--- src/mrfb_pkg.sv ---
// Package for the multi-ring frame buffer: request kind codes, fixed field
// widths and the command/status structs between controller and datapath.
// Depends on nothing.
`timescale 1ns / 1ps
`default_nettype none

package mrfb_pkg;

  // fixed field widths
  localparam int KIND_W   = 3;
  localparam int SLOT_W   = 3;
  localparam int PROD_W   = 32;
  localparam int NAME_W   = 64;
  localparam int FOFF_W   = 5;
  localparam int POS_W    = 6;
  localparam int SAMPLE_W = 32;
  localparam int AVAIL_W  = 5;
  localparam int BLOCK_W  = 7;

  localparam logic [BLOCK_W-1:0] BLOCK_RESET = 7'd64;

  // request kinds
  localparam logic [KIND_W-1:0] KIND_LOAD    = 3'd0;
  localparam logic [KIND_W-1:0] KIND_WRITE   = 3'd1;
  localparam logic [KIND_W-1:0] KIND_READ    = 3'd2;
  localparam logic [KIND_W-1:0] KIND_QUERY   = 3'd3;
  localparam logic [KIND_W-1:0] KIND_ADVANCE = 3'd4;

  // controller -> datapath
  typedef struct packed {
    logic latch_in;
    logic do_match;
    logic table_load;
    logic walk_init;
    logic do_find;
    logic load_frame;
    logic reduce_frame;
    logic calc_addr;
    logic mem_access;
    logic walk_step;
    logic load_out;
  } cmd_t;

  // datapath -> controller
  typedef struct packed {
    logic [KIND_W-1:0] kind;
    logic              found;
    logic              frame_big;
    logic              walk_last;
    logic              out_free;
  } sts_t;

endpackage

`default_nettype wire

--- src/mrfb_ctrl.sv ---
// Controller state machine of the multi-ring frame buffer.
// Depends on mrfb_pkg; drives the datapath only through cmd_t / sts_t.
`timescale 1ns / 1ps
`default_nettype none

module mrfb_ctrl (
  input  wire logic          clk,
  input  wire logic          rst_n,
  input  wire logic          in_valid,
  output logic               in_ready,
  input  wire mrfb_pkg::sts_t sts,
  output mrfb_pkg::cmd_t     cmd
);

  typedef enum logic [7:0] {
    S_IDLE   = 8'b0000_0001,
    S_MATCH  = 8'b0000_0010,
    S_FIND   = 8'b0000_0100,
    S_SELECT = 8'b0000_1000,
    S_FRAME  = 8'b0001_0000,
    S_MEM    = 8'b0010_0000,
    S_WALK   = 8'b0100_0000,
    S_RESULT = 8'b1000_0000
  } state_t;

  state_t state_r, state_nxt;

  logic is_rw;

  assign in_ready = (state_r == S_IDLE);
  assign is_rw    = (sts.kind == mrfb_pkg::KIND_WRITE) || (sts.kind == mrfb_pkg::KIND_READ);

  // next state and commands
  always_comb begin
    state_nxt = state_r;
    cmd       = '0;
    unique case (state_r)
      S_IDLE: begin
        if (in_valid) begin
          cmd.latch_in = 1'b1;
          state_nxt    = S_MATCH;
        end
      end
      S_MATCH: begin
        cmd.do_match = 1'b1;
        unique case (sts.kind) inside
          mrfb_pkg::KIND_LOAD: begin
            cmd.table_load = 1'b1;
            state_nxt      = S_RESULT;
          end
          mrfb_pkg::KIND_ADVANCE: begin
            cmd.walk_init = 1'b1;
            state_nxt     = S_WALK;
          end
          mrfb_pkg::KIND_WRITE, mrfb_pkg::KIND_READ, mrfb_pkg::KIND_QUERY: begin
            state_nxt = S_FIND;
          end
          default: state_nxt = S_RESULT;
        endcase
      end
      S_FIND: begin
        cmd.do_find = 1'b1;
        state_nxt   = S_SELECT;
      end
      S_SELECT: begin
        if (sts.found && is_rw) begin
          cmd.load_frame = 1'b1;
          state_nxt      = S_FRAME;
        end else begin
          state_nxt = S_RESULT;
        end
      end
      S_FRAME: begin
        // wrap the frame index before forming the address
        if (sts.frame_big) begin
          cmd.reduce_frame = 1'b1;
        end else begin
          cmd.calc_addr = 1'b1;
          state_nxt     = S_MEM;
        end
      end
      S_MEM: begin
        cmd.mem_access = 1'b1;
        state_nxt      = S_RESULT;
      end
      S_WALK: begin
        cmd.walk_step = 1'b1;
        if (sts.walk_last) state_nxt = S_RESULT;
      end
      S_RESULT: begin
        if (sts.out_free) begin
          cmd.load_out = 1'b1;
          state_nxt    = S_IDLE;
        end
      end
      default: state_nxt = S_IDLE;
    endcase
  end

  always_ff @(posedge clk) begin
    if (!rst_n) begin
      state_r <= S_IDLE;
    end else begin
      state_r <= state_nxt;
    end
  end

`ifndef SYNTHESIS
  a_accept_to_match: assert property (@(posedge clk) disable iff (!rst_n)
    in_valid && in_ready |=> state_r == S_MATCH)
    else $error("accepted request did not start a lookup");
  a_load_out_free: assert property (@(posedge clk) disable iff (!rst_n)
    cmd.load_out |-> sts.out_free)
    else $error("result loaded over an untaken result");
  a_mem_needs_ring: assert property (@(posedge clk) disable iff (!rst_n)
    state_r == S_MEM |-> sts.found && is_rw)
    else $error("sample store access without a matching ring");
  a_walk_end: assert property (@(posedge clk) disable iff (!rst_n)
    state_r == S_WALK && sts.walk_last |=> state_r == S_RESULT)
    else $error("advance walk did not finish at the last ring");
`endif

endmodule

`default_nettype wire

--- config.mk ---
export PLATFORM = sky130hd
export DESIGN_NAME = mrfb_ctrl
export DESIGN_NICKNAME = d
export VERILOG_FILES = /design/src/mrfb_pkg.sv /design/src/mrfb_ctrl.sv
export SDC_FILE = /design/constraint.sdc
export NUM_CORES = 1
export LEC_CHECK = 0
export BUFFER_PORTS_ARGS = -buffer_cell sky130_fd_sc_hd__buf_2
export CAP_MARGIN = 5
export CORE_AREA = 2 2 39 41
export CTS_BUF_LIST = sky130_fd_sc_hd__clkbuf_4 sky130_fd_sc_hd__clkbuf_8 sky130_fd_sc_hd__clkbuf_16
export DETAILED_ROUTE_END_ITERATION = 16
export DIE_AREA = 0 0 41 43
export GPL_TIMING_DRIVEN = 0
export PLACE_DENSITY = 0.78
export SETUP_SLACK_MARGIN = 0.05
export SLEW_MARGIN = 20
export SYNTH_ARGS = -nofsm -noshare
export SYNTH_HDL_FRONTEND = slang
export SYNTH_SLANG_ARGS = --single-unit
--- constraint.sdc ---
create_clock -name clk -period 6.2 [get_ports clk]
set_input_delay 1.24 -clock clk [delete_from_list [all_inputs] [get_ports clk]]
set_output_delay 1.24 -clock clk [all_outputs]
set_load 0.02 [all_outputs]
==> results.yml, run 1 <==
hold_path:
  worstHoldStart: "state_r[2]"
  min_path_type: "flip-flop to flip-flop"
die:
  dieArea_um2: 1763
  die_y_um: 43
  num_rows: 14
  ios: 22
  core-area_um2: 1384
  die_x_um: 41
  initial_core_util: 0.4412
global_route:
  grt_start_max_net_pins: 11
  busiest_layer: "met1"
  use_met3: 0.05236
  grt_use_met1: 0.2862
  use_met2: 0.2625
  grt_pass1_vias: 590
  grt_usage: 0.2048
  grt_pass1_wl_um: 2490
  overflow: 0
  grt_antenna_before_repair: 0
worst_setup_path:
  arrival_ps: 2150
  ff2ff_setup_slack_ps: 4060
  cpMostUsedCell: "buf_2"
  critical-path-top-delay-family: "simple AND/OR/NAND/NOR gates"
  crit_chain: "buf_6, or4_4, or3_1, buf_2, or2_4, inv_1, buf_2"
  ff2ff_path_depth: 7
  critPathLaunchType: "flip-flop"
  worstPathRequired_ps: 4960
  crit_cells: 7
  r2r_start: "state_r[3]"
  setup.worst_path.end: "cmd[1]"
  rr_endpoint: "state_r[7]"
  max_stage_delay_ps: 530
  critPathBufInv: 4
  critPathMaxFanout: 10
  critPathLaunch: "state_r[3]"
  cpMaxStageDelayCell: "or4_4"
  critPathKind: "flip-flop to output pin"
  end_kind: "output pin"
cells_and_area:
  mostFrequentLayoutCells: "buf_2 (22), nor2_1 (11), dfxtp_1 (8), nand2b_1 (6)"
  layout_commonest_cell: "buf_2"
  area_growth_pct: 24.18
  nNetsFinal: 117
  max_flop_register: "state_r"
  final_area_um2: 758.2
  drive_above_1_share: 0.2952
  reg_top3: "state_r (8)"
  largest_register_ffs: 8
  antenna_cells: 0
clock_network:
  ctsHoldBuffers: 0
  numCtsBuffers: 3
  cts_resized: 0
  root_buffer: "clkbuf_4"
  clkSlewWorstSetupHoldPaths_ps: 60
  clockBufferDepth: 2
  clock-sinks: 8
  cts_max_level: 1
  worstSkewPairLatency_ps: 260
  cts_setup_buffers: 0
  cts_tree: "yes"
yosys:
  syn_area_um2: 610.6
  synth_cell_types: 35
  synth_area_leaders: "dfxtp_1 (26%), nor2_1 (6.8%), nand2b_1 (6.1%)"
  seq_area_frac_synth: 0.2623
  yosys_warnings: 0
  synth_edf_count: 0
  synthArstFlopShare: 0
  synth_fp_nets: 91
  synth_cells: 81
  synth_seq_cells: 8
  synthDominantCellAreaShare: 0.2623
  ys.flop_type: "dfxtp_1"
  avgSynthCellArea_um2: 7.538
  synth_top_area_cell: "dfxtp_1"
sta:
  tns_ps: 0
  finalMaxSlewViolations: 0
  slew_headroom: 0.6358
  grt_setup_unrepaired: "false"
  post-route-period-util: 0.5473
  clock.fmax_mhz: 294.7
  holdWs_ps: 678.6
  period_minus_slack_ps: 3393
  timing_hold_violations_final: 0
  finClkSkew_ps: 1.337
  finalSetupViolations: 0
  worst_slew_pin_slew_ps: 541.3
power:
  fin_total_pwr_uw: 155.9
  power_density_nw_per_um2: 205.6
  leakage_uw: 0.0003616
  ir_drop_mv: 0.1014
routing:
  drtIter0Drc: 9
  drc: 0
  dr_total_vias: 658
  viasPerCell: 5.438
  first_pass_iters: 4
  finalWirelength_um: 1411
  antenna_left: 0
  post_drt_wl_per_cell_um: 11.66
placed_design:
  place.port_buffers: 21
  dp_hpwl_um: 1114
  gp_congestion: 0.7835
  placed_cell_area_um2: 735.7
outcome:
  status: "complete, no violations"
run:
  maxCapViolCount: 0
[layout make-up]
cell class              instances  area [µm²]
plain buffers                   3       20.02
clock buffers                   3       22.52
inverters                       6       22.52
repair buffers                 21       105.1
well taps                      16       20.02
flip-flops and latches          8       160.2
fillers                       140       625.6
multi-input cells              64       407.9
[logic make-up after synthesis]
| group | Yosys count | share of synthesized area |
|---|---|---|
| XOR/XNOR | 2 | 0.02869 |
| AO/OA/AOI/OAI | 18 | 0.2131 |
| AND/OR/NAND/NOR | 44 | 0.4262 |
| flip-flops | 8 | 0.2623 |
| buffers and inverters | 9 | 0.06965 |
[power breakdown]
group          total, µW  switching [µW]  internal (µW)
Sequential          57.4            2.79           54.6
Combinational       57.7            33.7           24.1
Clock               40.8            18.6           22.2
Total                156            55.1            101
[synthesized netlist by cell type (2+ instances only)]
master     n
nor2_1    11
dfxtp_1    8
nand2b_1   6
inv_1      5
nand2_1    5
nor4_1     5
o21a_1     3
o21ai_0    3
a311oi_1   2
nand3_1    2
nand4b_1   2
nor4b_1    2
o21ai_1    2
or3_1      2
or4_1      2
xor2_1     2
[routing by layer]
| layer | part of all wire | wire (µm) | up-vias |
|---|---|---|---|
| li1 | - | - | 350 |
| met1 | 0.48 | 671 | 275 |
| met2 | 0.43 | 604 | 24 |
| met3 | 0.057 | 80 | 9 |
| met4 | 0.039 | 55 | 0 |
| met5 | 0 | 0 | - |
[through the flow]
step | std cells | setup WS (ps) | utilization
after floorplan | 81 | 3001 | -
after global placement | 118 | 3021 | 0.5316
after detailed placement | 118 | 3016 | 0.5316
after CTS | 121 | 2802 | 0.5479
after global routing | 121 | 2737 | 0.5479
final | 121 | 2807 | 0.5479
[how the worst min path moves through the flow]
| stage | end | depth (start not counted) |
|---|---|---|
| after detailed placement | state_r[3] | 3 |
| after floorplan | state_r[5] | 3 |
| after global routing | state_r[3] | 3 |
| after global placement | state_r[5] | 3 |
| after CTS | state_r[3] | 3 |
| final | state_r[3] | 3 |
[worst min-delay path: cells and delay by family, from the launching register on]
| family | cells | cell delay [ps] |
|---|---|---|
| flip-flops | 1 | 340 |
| AND/OR/NAND/NOR | 3 | 290 |
No activity file was read; power rests on OpenSTA's default activity.
==> run 2: changes to the inputs <==
Settings changed: CORE_AREA 2 2 39 41 to unset, CORE_MARGIN set to 1, CORE_UTILIZATION set to 47, DIE_AREA 0 0 41 43 to unset, PLACE_DENSITY 0.78 to 0.79.
Clock period 6.2 ns to 3.15 ns, I/O delays scaled along.
==> run 2 against run 1 <==
Against the previous run:
- first-iteration DRC count rose to 3.1 times the previous value
- via count rose by 7.1%
- global-route usage increased by 5.4 points
- highest routed layer unchanged
- largest cell class unchanged
- hold slack worse by 59 ps
- critical endpoint unchanged
==> results.yml, run 2 (synthesis results as in run 1) <==
die:
  die_x_um: 38.05
  core-area_um2: 1156
  num_rows: 12
  dieArea_um2: 1447
  initial_core_util: 0.5281
  die_y_um: 38.05
  ios: 22
power:
  ir_drop_mv: 0.2387
  leakage_uw: 0.0003616
  power_density_nw_per_um2: 408.6
cells_and_area:
  largest_register_ffs: 8
  multi_input_area_um2: 407.9
  max_flop_register: "state_r"
  nNetsFinal: 117
  regArea_um2: 160.2
  layout_commonest_cell: "buf_2"
  drive_above_1_share: 0.2952
  fill_cells: 111
  reg_top3: "state_r (8)"
  area_growth_pct: 23.77
  antenna_cells: 0
  mostFrequentLayoutCells: "buf_2 (22), nor2_1 (11), dfxtp_1 (8), nand2b_1 (6)"
worst_setup_path:
  arrival_ps: 2160
  end_kind: "output pin"
  critPathMaxFanout: 10
  max_stage_delay_ps: 540
  critPathKind: "flip-flop to output pin"
  crit_chain: "buf_6, or4_4, or3_1, buf_2, or2_4, inv_1, buf_2"
  cpMaxStageDelayCell: "or4_4"
  cpMostUsedCell: "buf_2"
  worstPathRequired_ps: 2520
  critPathLaunchType: "flip-flop"
global_route:
  grt_start_max_net_pins: 11
  grt_antenna_before_repair: 0
  grt_usage: 0.2586
  grt_pass1_vias: 632
  overflow: 0
  grt_pass1_wl_um: 2594
routing:
  antenna_left: 0
  first_pass_iters: 4
  finalWirelength_um: 1555
  dr_total_vias: 705
  post_drt_wl_per_cell_um: 13.07
  drtIter0Drc: 28
  drc: 0
  viasPerCell: 5.924
clock_network:
  cts_setup_buffers: 0
  cts_max_level: 1
  clockBufferDepth: 2
  worstSkewPairLatency_ps: 250
  root_buffer: "clkbuf_4"
  cts_tree: "yes"
  numCtsBuffers: 3
  cts_resized: 0
  clkSlewWorstSetupHoldPaths_ps: 60
  clock-sinks: 8
  ctsHoldBuffers: 0
sta:
  tns_ps: 0
  finalMaxSlewViolations: 0
  period_minus_slack_ps: 2790
  post-route-period-util: 0.8856
  timing_hold_violations_final: 0
  clock.fmax_mhz: 358.5
  finalSetupViolations: 0
  setup_ws_ps: 360.3
  worst_slew_pin_slew_ps: 702.5
  grt_setup_unrepaired: "false"
  slew_headroom: 0.5274
  finClkSkew_ps: 0.4822
hold_path:
  min_path_type: "input pin to flip-flop"
placed_design:
  gp_congestion: 0.8264
  dp_slack_ps: 641.4
  dp_hpwl_um: 1211
  place.port_buffers: 21
outcome:
  status: "complete, no violations"
run:
  maxCapViolCount: 0
==> run 2: through the flow <==
step | hold slack [ps] | instance area [µm²] | util | std cells | power (µW)
2_1_floorplan | 596.9 | 610.6 | - | 81 | 197.2
3_3_place_gp | 663.4 | 733.2 | 0.6342 | 116 | 227.2
3_5_place_dp | 665.5 | 733.2 | 0.6342 | 116 | 229.5
4_1_cts | 626.3 | 755.7 | 0.6537 | 119 | 308.9
5_1_grt | 643.9 | 755.7 | 0.6537 | 119 | 325.6
6_report | 619.7 | 755.7 | 0.6537 | 119 | 308.8
==> run 2: cell type report <==
type | instances | share of cell area
multi-input cells | 64 | 0.5397
flip-flops and latches | 8 | 0.2119
repair buffers | 21 | 0.1391
clock buffers | 3 | 0.02980
inverters | 6 | 0.02980
plain buffers | 3 | 0.02649
well taps | 14 | 0.02318
==> run 2: worst max-delay path: cells and delay by family (launching register included) <==
family | cells | cell delay [ps]
buffers and inverters | 4 | 490
flip-flops | 1 | 300
AND/OR/NAND/NOR | 3 | 1110
==> run 2: worst paths after layout <==
path / slack [ps] / from / to / cells after the start
setup / recovery: 360 / state_r[3] / cmd[1] / 7
hold / removal: 620 / rst_n / state_r[0] / 2
setup reg to reg: 1030 / state_r[3] / state_r[7] / 7
hold reg to reg: 680 / state_r[3] / state_r[5] / 4
==> run 2: where the power goes <==
part | switching [µW] | internal, µW | total [µW]
combinational | 69.2 | 47.3 | 116
clock | 36.4 | 43.7 | 80.1
sequential | 4.82 | 107 | 112
==> run 2: metal layers <==
layer	vias to the layer above	part of all wire	track usage
li1	349	-	-
met2	34	0.45	0.4449
met4	0	0.036	0.09821
met5	-	0	0
met3	10	0.059	0.03488
met1	312	0.45	0.3225
